**config.mk**
```make
export PLATFORM = sky130hd
export DESIGN_NAME = nmos_6502_alu_decimal
export DESIGN_NICKNAME = d
export VERILOG_FILES = /design/src/rtl/nmos_alu_pkg.sv /design/src/rtl/nmos_alu_core.sv /design/src/rtl/nmos_6502_alu_decimal.sv
export VERILOG_INCLUDE_DIRS = /design/src /design/src/rtl
export SDC_FILE = /design/constraint.sdc
export NUM_CORES = 1
export LEC_CHECK = 0
export ABC_AREA = 1
export CORE_MARGIN = 1.5
export CORE_UTILIZATION = 64
export CTS_CLUSTER_DIAMETER = 80
export DETAILED_ROUTE_END_ITERATION = 7
export DONT_BUFFER_PORTS = 1
export HOLD_SLACK_MARGIN = 0.02
export MAX_ROUTING_LAYER = met4
export PLACE_DENSITY_LB_ADDON = 0.15
export SYNTH_ARGS = -nofsm -noshare
export SYNTH_HDL_FRONTEND = slang
export SYNTH_SLANG_ARGS = --single-unit
export TNS_END_PERCENT = 50
```
**constraint.sdc**
```tcl
create_clock -name clk -period 7 [get_ports clk]
set_clock_uncertainty 0.15 [all_clocks]
set_input_delay 0.7 -clock clk [delete_from_list [all_inputs] [get_ports clk]]
set_output_delay 0.7 -clock clk [all_outputs]
set_load 0.005 [all_outputs]
```
**src/rtl/nmos_6502_alu_decimal_defines.svh**
```systemverilog
// Assertion macros used by the RTL.
`ifndef NMOS_6502_ALU_DECIMAL_DEFINES_SVH
`define NMOS_6502_ALU_DECIMAL_DEFINES_SVH

`ifndef ASSERT_OFF
// Checked on every clock edge outside reset.
`define NMOS_ASSERT(label, clk, rst, prop) \
  label: assert property (@(posedge clk) disable iff (rst) prop) \
    else $error("nmos alu assertion failed");
// Checked on every clock edge, reset included.
`define NMOS_ASSERT_ALWAYS(label, clk, prop) \
  label: assert property (@(posedge clk) prop) \
    else $error("nmos alu assertion failed");
`else
`define NMOS_ASSERT(label, clk, rst, prop)
`define NMOS_ASSERT_ALWAYS(label, clk, prop)
`endif

`endif

```
**src/rtl/nmos_alu_pkg.sv**
```systemverilog
`default_nettype none

package nmos_alu_pkg;

  // Operation codes
  typedef enum logic [4:0] {
    OP_ADC = 5'd0,
    OP_SBC = 5'd1,
    OP_CMP = 5'd2,
    OP_AND = 5'd3,
    OP_ORA = 5'd4,
    OP_EOR = 5'd5,
    OP_BIT = 5'd6,
    OP_ASL = 5'd7,
    OP_LSR = 5'd8,
    OP_ROL = 5'd9,
    OP_ROR = 5'd10,
    OP_INC = 5'd11,
    OP_DEC = 5'd12,
    OP_SLO = 5'd13,
    OP_RLA = 5'd14,
    OP_SRE = 5'd15,
    OP_RRA = 5'd16,
    OP_DCP = 5'd17,
    OP_ISC = 5'd18
  } op_t;

  // Status bit positions
  localparam int unsigned FLAG_C = 0;
  localparam int unsigned FLAG_Z = 1;
  localparam int unsigned FLAG_D = 3;
  localparam int unsigned FLAG_V = 6;
  localparam int unsigned FLAG_N = 7;

  // Decimal correction constants
  localparam logic [3:0] BCD_DIGIT_ADJ = 4'h6;
  localparam logic [4:0] BCD_DIGIT_MAX = 5'h0A;
  localparam logic [8:0] BCD_HIGH_MAX  = 9'h0A0;
  localparam logic [7:0] BCD_HIGH_ADJ  = 8'h60;

  typedef struct packed {
    logic [4:0] req_type;
    logic [7:0] reg_in;
    logic [7:0] operand_in;
    logic [7:0] status_in;
  } req_t;

  typedef struct packed {
    logic [7:0] reg_out;
    logic [7:0] mem_out;
    logic [7:0] status_out;
  } rsp_t;

endpackage

`default_nettype wire

```
**src/rtl/nmos_alu_core.sv**
```systemverilog
`default_nettype none

// Byte-wide ALU datapath, purely combinational.
module nmos_alu_core (
  input  nmos_alu_pkg::req_t req,
  output nmos_alu_pkg::rsp_t rsp
);

  typedef struct packed {
    logic [7:0] val;
    logic [7:0] flags;
  } alu_res_t;

  // Z and N from a result byte
  function automatic logic [7:0] put_zn(input logic [7:0] p, input logic [7:0] v);
    logic [7:0] q;
    q = p;
    q[nmos_alu_pkg::FLAG_Z] = (v == 8'h00);
    q[nmos_alu_pkg::FLAG_N] = v[7];
    return q;
  endfunction

  // Compare: C is r >= m, Z/N from r - m
  function automatic logic [7:0] do_cmp(input logic [7:0] p, input logic [7:0] r,
                                        input logic [7:0] m);
    logic [7:0] q;
    q = put_zn(p, r - m);
    q[nmos_alu_pkg::FLAG_C] = (r >= m);
    return q;
  endfunction

  // Add with carry, binary or NMOS decimal
  function automatic alu_res_t do_adc(input logic [7:0] p, input logic [7:0] a,
                                      input logic [7:0] m);
    alu_res_t   res;
    logic [8:0] sum;
    logic [4:0] lo;
    logic [8:0] s;
    logic [9:0] s_adj;
    sum = {1'b0, a} + {1'b0, m} + {8'd0, p[nmos_alu_pkg::FLAG_C]};
    res.flags = p;
    if (p[nmos_alu_pkg::FLAG_D]) begin
      lo = {1'b0, a[3:0]} + {1'b0, m[3:0]} + {4'd0, p[nmos_alu_pkg::FLAG_C]};
      if (lo >= nmos_alu_pkg::BCD_DIGIT_MAX) begin
        lo = {1'b1, lo[3:0] + nmos_alu_pkg::BCD_DIGIT_ADJ};
      end
      s = {1'b0, a[7:4], 4'd0} + {1'b0, m[7:4], 4'd0} + {4'd0, lo};
      res.flags[nmos_alu_pkg::FLAG_N] = s[7];
      res.flags[nmos_alu_pkg::FLAG_V] = (a[7] ^ s[7]) & ~(a[7] ^ m[7]);
      s_adj = {1'b0, s};
      if (s >= nmos_alu_pkg::BCD_HIGH_MAX) begin
        s_adj = {1'b0, s} + {2'd0, nmos_alu_pkg::BCD_HIGH_ADJ};
      end
      res.flags[nmos_alu_pkg::FLAG_C] = (s_adj[9:8] != 2'd0);
      res.flags[nmos_alu_pkg::FLAG_Z] = (sum[7:0] == 8'h00);
      res.val = s_adj[7:0];
    end else begin
      res.val = sum[7:0];
      res.flags = put_zn(p, sum[7:0]);
      res.flags[nmos_alu_pkg::FLAG_C] = sum[8];
      res.flags[nmos_alu_pkg::FLAG_V] = (a[7] ^ sum[7]) & (m[7] ^ sum[7]);
    end
    return res;
  endfunction

  // Subtract with borrow; flags always from the binary difference
  function automatic alu_res_t do_sbc(input logic [7:0] p, input logic [7:0] a,
                                      input logic [7:0] m);
    alu_res_t   res;
    logic       borrow;
    logic [8:0] diff;
    logic [5:0] lo;
    logic [3:0] lo_fix;
    logic [9:0] d;
    borrow = ~p[nmos_alu_pkg::FLAG_C];
    diff = {1'b0, a} - {1'b0, m} - {8'd0, borrow};
    res.flags = put_zn(p, diff[7:0]);
    res.flags[nmos_alu_pkg::FLAG_C] = ~diff[8];
    res.flags[nmos_alu_pkg::FLAG_V] = (a[7] ^ m[7]) & (a[7] ^ diff[7]);
    res.val = diff[7:0];
    if (p[nmos_alu_pkg::FLAG_D]) begin
      lo = {2'd0, a[3:0]} - {2'd0, m[3:0]} - {5'd0, borrow};
      // low digit borrowed: correct it and keep it negative
      if (lo[5]) begin
        lo_fix = lo[3:0] - nmos_alu_pkg::BCD_DIGIT_ADJ;
        lo = {2'b11, lo_fix};
      end
      d = {2'd0, a[7:4], 4'd0} - {2'd0, m[7:4], 4'd0} + {{4{lo[5]}}, lo};
      res.val = d[9] ? (d[7:0] - nmos_alu_pkg::BCD_HIGH_ADJ) : d[7:0];
    end
    return res;
  endfunction

  logic [7:0] a;
  logic [7:0] m;
  logic [7:0] p;
  logic       cin;
  logic [7:0] m_asl;
  logic [7:0] m_lsr;
  logic [7:0] m_rol;
  logic [7:0] m_ror;
  logic [7:0] m_inc;
  logic [7:0] m_dec;
  logic [7:0] p_shl;
  logic [7:0] p_shr;
  alu_res_t   adc_res;
  alu_res_t   sbc_res;
  logic [7:0] adc_m;
  logic [7:0] sbc_m;
  logic [7:0] adc_p;
  logic [7:0] logic_val;

  assign a   = req.reg_in;
  assign m   = req.operand_in;
  assign p   = req.status_in;
  assign cin = p[nmos_alu_pkg::FLAG_C];

  // Shifted and stepped operand variants
  assign m_asl = {m[6:0], 1'b0};
  assign m_rol = {m[6:0], cin};
  assign m_lsr = {1'b0, m[7:1]};
  assign m_ror = {cin, m[7:1]};
  assign m_inc = m + 8'd1;
  assign m_dec = m - 8'd1;

  // Carry out of left and right shifts
  always_comb begin
    p_shl = p;
    p_shl[nmos_alu_pkg::FLAG_C] = m[7];
    p_shr = p;
    p_shr[nmos_alu_pkg::FLAG_C] = m[0];
  end

  // One adder and one subtractor, shared by the combined operations
  always_comb begin
    adc_m = m;
    adc_p = p;
    if (req.req_type == nmos_alu_pkg::OP_RRA) begin
      adc_m = m_ror;
      adc_p = p_shr;
    end
    sbc_m = (req.req_type == nmos_alu_pkg::OP_ISC) ? m_inc : m;
  end

  assign adc_res = do_adc(adc_p, a, adc_m);
  assign sbc_res = do_sbc(p, a, sbc_m);

  // Result select
  always_comb begin
    rsp.reg_out    = a;
    rsp.mem_out    = m;
    rsp.status_out = p;
    logic_val      = a;
    case (nmos_alu_pkg::op_t'(req.req_type))
      nmos_alu_pkg::OP_ADC: begin
        rsp.reg_out    = adc_res.val;
        rsp.status_out = adc_res.flags;
      end
      nmos_alu_pkg::OP_SBC: begin
        rsp.reg_out    = sbc_res.val;
        rsp.status_out = sbc_res.flags;
      end
      nmos_alu_pkg::OP_CMP: rsp.status_out = do_cmp(p, a, m);
      nmos_alu_pkg::OP_AND: begin
        logic_val      = a & m;
        rsp.reg_out    = logic_val;
        rsp.status_out = put_zn(p, logic_val);
      end
      nmos_alu_pkg::OP_ORA: begin
        logic_val      = a | m;
        rsp.reg_out    = logic_val;
        rsp.status_out = put_zn(p, logic_val);
      end
      nmos_alu_pkg::OP_EOR: begin
        logic_val      = a ^ m;
        rsp.reg_out    = logic_val;
        rsp.status_out = put_zn(p, logic_val);
      end
      nmos_alu_pkg::OP_BIT: begin
        rsp.status_out[nmos_alu_pkg::FLAG_Z] = ((a & m) == 8'h00);
        rsp.status_out[nmos_alu_pkg::FLAG_N] = m[7];
        rsp.status_out[nmos_alu_pkg::FLAG_V] = m[6];
      end
      nmos_alu_pkg::OP_ASL: begin
        rsp.mem_out    = m_asl;
        rsp.status_out = put_zn(p_shl, m_asl);
      end
      nmos_alu_pkg::OP_LSR: begin
        rsp.mem_out    = m_lsr;
        rsp.status_out = put_zn(p_shr, m_lsr);
      end
      nmos_alu_pkg::OP_ROL: begin
        rsp.mem_out    = m_rol;
        rsp.status_out = put_zn(p_shl, m_rol);
      end
      nmos_alu_pkg::OP_ROR: begin
        rsp.mem_out    = m_ror;
        rsp.status_out = put_zn(p_shr, m_ror);
      end
      nmos_alu_pkg::OP_INC: begin
        rsp.mem_out    = m_inc;
        rsp.status_out = put_zn(p, m_inc);
      end
      nmos_alu_pkg::OP_DEC: begin
        rsp.mem_out    = m_dec;
        rsp.status_out = put_zn(p, m_dec);
      end
      nmos_alu_pkg::OP_SLO: begin
        logic_val      = a | m_asl;
        rsp.mem_out    = m_asl;
        rsp.reg_out    = logic_val;
        rsp.status_out = put_zn(p_shl, logic_val);
      end
      nmos_alu_pkg::OP_RLA: begin
        logic_val      = a & m_rol;
        rsp.mem_out    = m_rol;
        rsp.reg_out    = logic_val;
        rsp.status_out = put_zn(p_shl, logic_val);
      end
      nmos_alu_pkg::OP_SRE: begin
        logic_val      = a ^ m_lsr;
        rsp.mem_out    = m_lsr;
        rsp.reg_out    = logic_val;
        rsp.status_out = put_zn(p_shr, logic_val);
      end
      nmos_alu_pkg::OP_RRA: begin
        rsp.mem_out    = m_ror;
        rsp.reg_out    = adc_res.val;
        rsp.status_out = adc_res.flags;
      end
      nmos_alu_pkg::OP_DCP: begin
        rsp.mem_out    = m_dec;
        rsp.status_out = do_cmp(p, a, m_dec);
      end
      nmos_alu_pkg::OP_ISC: begin
        rsp.mem_out    = m_inc;
        rsp.reg_out    = sbc_res.val;
        rsp.status_out = sbc_res.flags;
      end
      default: begin
        // unknown code: transaction passes through unchanged
        rsp.reg_out    = a;
      end
    endcase
  end

endmodule

`default_nettype wire

```
**src/rtl/nmos_6502_alu_decimal.sv**
```systemverilog
// NMOS 6502 ALU with decimal mode.
// Request channel: req_valid / req_stall carry req_data (operation code,
// register operand, memory operand, status byte). Response channel:
// rsp_valid / rsp_stall carry rsp_data (new register, modified memory
// operand, new status byte). A transaction moves on an edge with valid high
// and stall low.
// A request passes through the input register, then the ALU logic, then
// the result register. Throughput is one transaction per cycle unless the
// response stalls; the single ALU pass between the two registers sets it.
// A stalled response holds rsp_data steady. While the response waits, one
// more request is still taken into the input register; req_stall rises
// only when both registers are full and the response is stalled.
// Reset (rst, synchronous) empties both registers; no response is pending
// afterward and the block takes a request in the next cycle.
`default_nettype none
`include "nmos_6502_alu_decimal_defines.svh"

module nmos_6502_alu_decimal (
  input  logic               clk,
  input  logic               rst,
  input  logic               req_valid,
  output logic               req_stall,
  input  nmos_alu_pkg::req_t req_data,
  output logic               rsp_valid,
  input  logic               rsp_stall,
  output nmos_alu_pkg::rsp_t rsp_data
);

  logic               s1_valid;
  nmos_alu_pkg::req_t s1_q;
  nmos_alu_pkg::rsp_t core_rsp;
  logic               rsp_ready;
  logic               s1_adv;

  // Stage handshake
  assign rsp_ready = ~rsp_valid | ~rsp_stall;
  assign s1_adv    = s1_valid & rsp_ready;
  assign req_stall = s1_valid & ~rsp_ready;

  nmos_alu_core u_core (
    .req (s1_q),
    .rsp (core_rsp)
  );

  // Valid bits
  always_ff @(posedge clk) begin
    if (rst) begin
      s1_valid  <= 1'b0;
      rsp_valid <= 1'b0;
    end else begin
      if (!req_stall) s1_valid <= req_valid;
      if (rsp_ready) rsp_valid <= s1_valid;
    end
  end

  // Payload registers
  always_ff @(posedge clk) begin
    if (req_valid && !req_stall) s1_q <= req_data;
    if (s1_adv) rsp_data <= core_rsp;
  end

  // Checks
  `NMOS_ASSERT(a_req_lands, clk, rst, req_valid && !req_stall |=> s1_valid)
  `NMOS_ASSERT(a_s1_kept, clk, rst, s1_valid && !s1_adv |=> s1_valid && $stable(s1_q))
  `NMOS_ASSERT(a_unknown_pass, clk, rst,
    s1_adv && s1_q.req_type > nmos_alu_pkg::OP_ISC |=>
    rsp_data.status_out == $past(s1_q.status_in) &&
    rsp_data.mem_out == $past(s1_q.operand_in))
  `NMOS_ASSERT_ALWAYS(a_rst_empty, clk, rst |=> !rsp_valid && !s1_valid)

endmodule

`default_nettype wire
```
==> results of run 1 <==
[logic make-up after synthesis]
| family | share of synthesized area, % |
|---|---|
| compound gates | 13.9 |
| xor+xnor | 5.56 |
| fa+ha+maj | 18.8 |
| buf+inv | 9.58 |
| flops | 24.1 |
| simple gates | 28.0 |
[cell usage after synthesis, types with 3 or more instances]
| master | instances | area [µm²] |
|---|---|---|
| sky130_fd_sc_hd__o21bai_1 | 3 | 22.5 |
| sky130_fd_sc_hd__inv_2 | 10 | 37.5 |
| sky130_fd_sc_hd__inv_1 | 139 | 522 |
| sky130_fd_sc_hd__nor3_2 | 3 | 30.0 |
| sky130_fd_sc_hd__nand3_1 | 61 | 305 |
| sky130_fd_sc_hd__buf_2 | 4 | 20.0 |
| sky130_fd_sc_hd__nor4_1 | 9 | 56.3 |
| sky130_fd_sc_hd__edfxtp_1 | 53 | 1590 |
| sky130_fd_sc_hd__o21ai_0 | 54 | 270 |
| sky130_fd_sc_hd__nand2_1 | 190 | 713 |
| sky130_fd_sc_hd__nor2_2 | 4 | 25.0 |
| sky130_fd_sc_hd__nor2_4 | 6 | 67.6 |
| sky130_fd_sc_hd__nand4_1 | 26 | 163 |
| sky130_fd_sc_hd__o221ai_1 | 4 | 35.0 |
| sky130_fd_sc_hd__ha_1 | 81 | 1010 |
| sky130_fd_sc_hd__or2_2 | 6 | 37.5 |
| sky130_fd_sc_hd__nand3_2 | 3 | 30.0 |
| sky130_fd_sc_hd__clkbuf_1 | 6 | 22.5 |
| sky130_fd_sc_hd__o211ai_1 | 7 | 52.6 |
| sky130_fd_sc_hd__xnor2_1 | 8 | 70.1 |
| sky130_fd_sc_hd__a31oi_1 | 3 | 18.8 |
| sky130_fd_sc_hd__nor3_1 | 14 | 70.1 |
| sky130_fd_sc_hd__o2111ai_1 | 3 | 26.3 |
| sky130_fd_sc_hd__a22oi_1 | 3 | 22.5 |
| sky130_fd_sc_hd__fa_1 | 13 | 260 |
| sky130_fd_sc_hd__a21oi_1 | 44 | 220 |
| sky130_fd_sc_hd__nor2_1 | 72 | 270 |
| sky130_fd_sc_hd__o22ai_1 | 17 | 106 |
| sky130_fd_sc_hd__xor2_1 | 35 | 307 |
| sky130_fd_sc_hd__clkinv_1 | 3 | 11.3 |
| sky130_fd_sc_hd__o31ai_1 | 3 | 22.5 |
[power groups by stage]
stage,Clock (µW),Sequential (µW),Combinational [µW]
4_1_cts,198,420,548
2_1_floorplan,0,412,416
5_1_grt,208,423,625
3_5_place_dp,0,428,545
6_report,202,423,564
3_3_place_gp,0,428,514
[how the worst max path moves through the flow]
| stage | from | end | slack, ns | cells after the start |
|---|---|---|---|---|
| 2_1_floorplan | s1_q[27]$_DFFE_PP_ | rsp_data[21]$_DFFE_PP_ | 1.62 | 29 |
| 3_3_place_gp | s1_q[27]$_DFFE_PP_ | rsp_data[21]$_DFFE_PP_ | 1.40 | 28 |
| 3_5_place_dp | s1_q[27]$_DFFE_PP_ | rsp_data[22]$_DFFE_PP_ | 1.12 | 28 |
| 4_1_cts | s1_q[27]$_DFFE_PP_ | rsp_data[22]$_DFFE_PP_ | 1.10 | 29 |
| 5_1_grt | s1_q[27]$_DFFE_PP_ | rsp_data[21]$_DFFE_PP_ | 0.49 | 29 |
| 6_report | s1_q[27]$_DFFE_PP_ | rsp_data[21]$_DFFE_PP_ | 1.05 | 29 |
[sequential cells by signal, indices dropped and copies added, names as in the netlist]
register   count
rsp_valid      1
s1_valid       1
s1_q          29
rsp_data      24
[stage by stage]
step	hold WS, ns	worst slack, ns	utilization, %
global placement	0.251	1.40	67.3
floorplan	0.250	1.62	-
global route	0.256	0.488	68.2
finish	0.268	1.05	68.2
detailed placement	0.269	1.12	67.3
CTS	0.268	1.10	68.2
[cell type report]
type / instances / share of cell area [%]
Sequential cell: 55 / 23.3
Multi-Input combinational cell: 702 / 64.1
Tap cell: 136 / 2.43
Timing Repair Buffer: 5 / 0.535
Inverter: 154 / 8.32
Clock buffer: 5 / 0.982
Clock inverter: 3 / 0.393
[worst register-to-register path, delay by kind of cell, from the launching register on]
kind	cells	cell delay, ns
simple gates	16	2.35
fa+ha+maj	6	2.11
flops	1	0.48
buf+inv	5	0.43
compound gates	2	0.29
[layer usage]
layer  vias to the layer above  track usage [%]  part of all wire [%]
li1                       3110                -                     -
met1                      3126             51.8                    38
met2                       479             68.7                    45
met3                       139             8.53                    11
met4                         0             23.6                   6.2
met5                         -                -                     0
==> run metrics, run 1 <==
Worst Reg2Reg Path Length in Cells=29; synthesized instance count=925; via count of the first global-routing pass=6,795; x dimension of the die=106 µm; number of detailed-routing iterations run before antenna repair=7; global-route wire length before repair=36,000 µm; clock latency of the later-clocked register in the worst-skew pair=0.33 ns; post-DR vias/cell=6.47; cell row count=37; Total Negative Setup Slacks=0 ns; dpl cells=1,052; post-detailed-route count of antenna-violating nets=0; number of sinks on the clock net=55; Final min period=5.95 ns; Die Footprint=11,200 µm²; y dimension of the die=106 µm; share of total power in sequential cells=35.6%; root buffer selected by CTS=sky130_fd_sc_hd__clkbuf_8; Final period util=85.0%; worst-path cell with the longest stage delay=sky130_fd_sc_hd__edfxtp_1; post-CTS clock slew at the launch and capture registers of the worst setup and hold paths=0.12 ns; Filler Cells Inserted=886; arrival time at the worst endpoint=6.00 ns; post-DP HPWL=17,800 µm; min-delay worst type=in -> reg; Hold Violations, Final=0; count of nets after finishing=1,050; CP Data Required Time=7.04 ns; Post-CTS Setup Repair Bufs=0; min-delay src=rst; Synthesized Nets=1,052; hold buffer count at cts=0; TritonCTS clock tree=built; cell area after synthesis=6770 µm²; final wirelength=23,000 µm; crit path max fanout=16; unrepaired setup endpoints after global routing=false; Slew headroom=25.4%; total inserted antenna cells=0; internal power consumption=656 µW; fraction of the yosys area taken by sequential cells=24.1%; filler-free cell count of the finished design=1,060; number of buffers added by the clock tree synthesis step=5; Area Growth Syn to Fin=3.59%; maximum VDD drop=112 µV; fraction of registers with async set or reset after synthesis=0%; total congestion overflow after global routing=0; largest net degree at the start of global routing=30; most frequent standard cell in the layout excluding fill and tap cells=sky130_fd_sc_hd__nand2_1; result of the run=finished, final reports clean; Net Switching=532 µW; max-cap violation count=0; detailed-route via count=6,854; register cell area after layout=1630 µm²; commonest cells after routing, fill and taps aside=sky130_fd_sc_hd__nand2_1 (190), sky130_fd_sc_hd__inv_1 (139), sky130_fd_sc_hd__ha_1 (81); count of cells along the worst hold path=1; dominant register cell in the synthesized netlist=sky130_fd_sc_hd__edfxtp_1; Register-to-Register Setup Slack=1.05 ns; number of top-level pins=59; GRT Resource Usage Total=43.3%; number of warnings reported in the yosys synthesis log=0; Power Dens Cells=169 nW/µm²; worst r2r src=s1_q[27]$_DFFE_PP_; routability congestion estimate=1.09; cell family contributing the most delay on the critical path=simple AND/OR/NAND/NOR gates; share of final-layout standard cells stronger than drive strength 1=6.60%; switching power as a share of total power=44.8%; number of synthesized register bits=55; average wire per cell in the routed design=21.7 µm; multi-input combinational cell area=4490 µm²; PostCTS Resize Cnt=0; summed area of non-filler cells in the final layout=7010 µm²; maximum single-stage delay on the critical path=0.48 ns; worst path buffer plus inverter count=5; Post-Syn Area per Cell=7.32 µm²; number of distinct library cells after synthesis=56; number of levels the H-tree was split into=2; Worst Tran Pin Value=1.12 ns; worst r2r dst=rsp_data[21]$_DFFE_PP_; type of element capturing the critical path=flop; count of unresolved DRC violations after routing=0; maximum buffer depth of the clock tree=2; endpoint of the worst hold-timing path=s1_valid$_SDFFE_PP0N_; element type at the critical path start=flop; total core area=10,300 µm²; Power Total=1190 µW; Crit Path Category=reg -> reg; relative contribution of the clock network to total power=17.0%; number of port buffers=0; total setup violations reported at the end of the flow=0; number of slew-limit violations in the final report=0; initial standard-cell utilization of the core=65.9%; cell leakage power=0.00334 µW; number of synthesized flops with an enable pin=53; Area after DPL=6910 µm²; achievable frequency=168 MHz; number of DRC markers after the initial detailed-route iteration=743; Comb power frac=47.5%; initial antenna violation count=0
Power figures use the tool's default switching activity.
==> inputs of run 2 (changes only) <==
- CORE_MARGIN: 1.5 -> 3
==> run 2 against run 1 <==
Net effect: count of clock-buffer cells in the layout stayed put; first-iteration DRC count is 23% higher; largest power group unchanged; highest routed layer unchanged; non-clock buffer count is 1 lower; critical endpoint is now rsp_data[22]$_DFFE_PP_.
==> run metrics, run 2 (synthesis gave the netlist of run 1 again) <==
total setup violations reported at the end of the flow=0 (unchanged); Power Dens Cells=169 nW/µm² (about the same); post-DP HPWL=17,700 µm (was 17,800 µm); startpoint of the worst setup timing path=s1_q[27]$_DFFE_PP_ (unchanged); worst path buffer plus inverter count=5 (unchanged); via count of the first global-routing pass=6,388 (was 6,795); element type at the critical path start=flop (unchanged); max reg flops=29 (unchanged); post-CTS clock slew at the launch and capture registers of the worst setup and hold paths=0.11 ns (was 0.12 ns); y dimension of the die=109 µm (was 106 µm); total core area=10,000 µm² (was 10,300 µm²); post-detailed-route count of antenna-violating nets=0 (unchanged); hold buffer count at cts=0 (unchanged); cell row count=36 (was 37); count of unresolved DRC violations after routing=0 (unchanged); post-DR vias/cell=6.54 (was 6.47); Final period util=86.3% (was 85.0%); CP Data Required Time=7.02 ns (was 7.04 ns); Crit Path Category=reg -> reg (unchanged); number of sinks on the clock net=55 (unchanged); Total Negative Setup Slacks=0 ns (unchanged); global-route wire length before repair=34,100 µm (was 36,000 µm); initial standard-cell utilization of the core=67.4% (was 65.9%); GRT Resource Usage Total=39.1% (was 43.3%); number of port buffers=0 (unchanged); Slew headroom=25.3% (was 25.4%); detailed-route via count=6,918 (was 6,854); Die Footprint=11,800 µm² (was 11,200 µm²); final wirelength=22,400 µm (was 23,000 µm); number of top-level pins=59 (unchanged); TritonCTS clock tree=built (unchanged); Worst Tran Pin Value=1.12 ns (about the same); type of element capturing the critical path=flop (unchanged); Post-CTS Setup Repair Bufs=0 (unchanged); share of final-layout standard cells stronger than drive strength 1=6.50% (was 6.60%); max-cap violation count=0 (unchanged); largest registers ranked by flip-flop count=s1_q (29), rsp_data (24) (unchanged); cell family contributing the most delay on the critical path=simple AND/OR/NAND/NOR gates (unchanged); clock latency of the later-clocked register in the worst-skew pair=0.33 ns (about the same); total congestion overflow after global routing=0 (unchanged); most frequent standard cell in the layout excluding fill and tap cells=sky130_fd_sc_hd__nand2_1 (unchanged); Power Total=1180 µW (was 1190 µW); largest net degree at the start of global routing=30 (unchanged); cell leakage power=0.00333 µW (was 0.00334 µW); arrival time at the worst endpoint=6.06 ns (was 6.00 ns); x dimension of the die=109 µm (was 106 µm); number of levels the H-tree was split into=2 (unchanged); number of buffers added by the clock tree synthesis step=5 (unchanged); number of DRC markers after the initial detailed-route iteration=917 (was 743); number of detailed-routing iterations run before antenna repair=6 (was 7); maximum buffer depth of the clock tree=2 (unchanged); Hold Violations, Final=0 (unchanged); maximum single-stage delay on the critical path=0.48 ns (about the same); Final Hold Slack=0.267 ns (was 0.268 ns); min-delay worst type=in -> reg (unchanged); initial antenna violation count=1 (was 0); maximum VDD drop=123 µV (was 112 µV); unrepaired setup endpoints after global routing=false (unchanged); crit path max fanout=16 (unchanged); Area Growth Syn to Fin=3.46% (was 3.59%); average wire per cell in the routed design=21.2 µm (was 21.7 µm); result of the run=finished, final reports clean (unchanged); worst r2r src=s1_q[27]$_DFFE_PP_ (unchanged); min-delay src=rst (unchanged); commonest cells after routing, fill and taps aside=sky130_fd_sc_hd__nand2_1 (190), sky130_fd_sc_hd__inv_1 (139), sky130_fd_sc_hd__ha_1 (81) (unchanged); register with the highest flop count=s1_q (unchanged); count of nets after finishing=1,049 (was 1,050); routability congestion estimate=1.14 (was 1.09); root buffer selected by CTS=sky130_fd_sc_hd__clkbuf_8 (unchanged); PostCTS Resize Cnt=0 (unchanged); worst-path cell with the longest stage delay=sky130_fd_sc_hd__fa_1 (was sky130_fd_sc_hd__edfxtp_1); number of slew-limit violations in the final report=0 (unchanged); achievable frequency=166 MHz (was 168 MHz); Final min period=6.04 ns (was 5.95 ns)
-- run 2: per-stage QoR --
stage | utilization (%) | area [µm²] | setup slack [ns] | cells
2_1_floorplan | - | 6770 | 1.62 | 925
3_3_place_gp | 68.7 | 6900 | 1.48 | 1048
3_5_place_dp | 68.7 | 6900 | 1.06 | 1048
4_1_cts | 69.7 | 7000 | 1.06 | 1056
5_1_grt | 69.7 | 7000 | 0.557 | 1057
6_report | 69.7 | 7000 | 0.961 | 1057
-- run 2: worst paths after layout --
path                            cells past startpoint  slack, ns                endpoint
worst max-delay path                               29       0.96  rsp_data[22]$_DFFE_PP_
worst min-delay path                                1       0.27  rsp_valid$_SDFFE_PP0N_
worst max register to register                     29       0.96  rsp_data[22]$_DFFE_PP_
worst min register to register                      0       0.29   rsp_data[2]$_DFFE_PP_
-- run 2: area by class of cell --
cell class | count | area, µm²
multi-input cells | 702 | 4490
diodes | 1 | 2.50
clock inverters | 3 | 27.5
repair buffers | 4 | 30.0
inverters | 154 | 583
well taps | 133 | 166
flip-flops and latches | 55 | 1630
fillers | 847 | 3040
clock buffers | 5 | 68.8
-- run 2: metal layers --
layer	GRT usage (%)	vias up	routed length (µm)
met5	-	-	0
met4	17.3	0	1260
met3	8.88	125	2640
met2	59.6	530	9740
met1	49.9	3150	8760
li1	-	3113	-
-- run 2: worst register-to-register path: cells and delay by family (launching register included) --
family | cells | cell delay, ns
fa+ha+maj | 6 | 2.14
flops | 1 | 0.47
simple gates | 16 | 2.34
buf+inv | 5 | 0.42
compound gates | 2 | 0.35
-- run 2: report_power, final --
part           internal (µW)  leakage [µW]  switching [µW]  total (µW)
Clock                   73.8     0.0000463             121         195
Combinational            193       0.00276             372         565
Sequential               389      0.000525            34.7         424
Total                    656       0.00333             528        1180
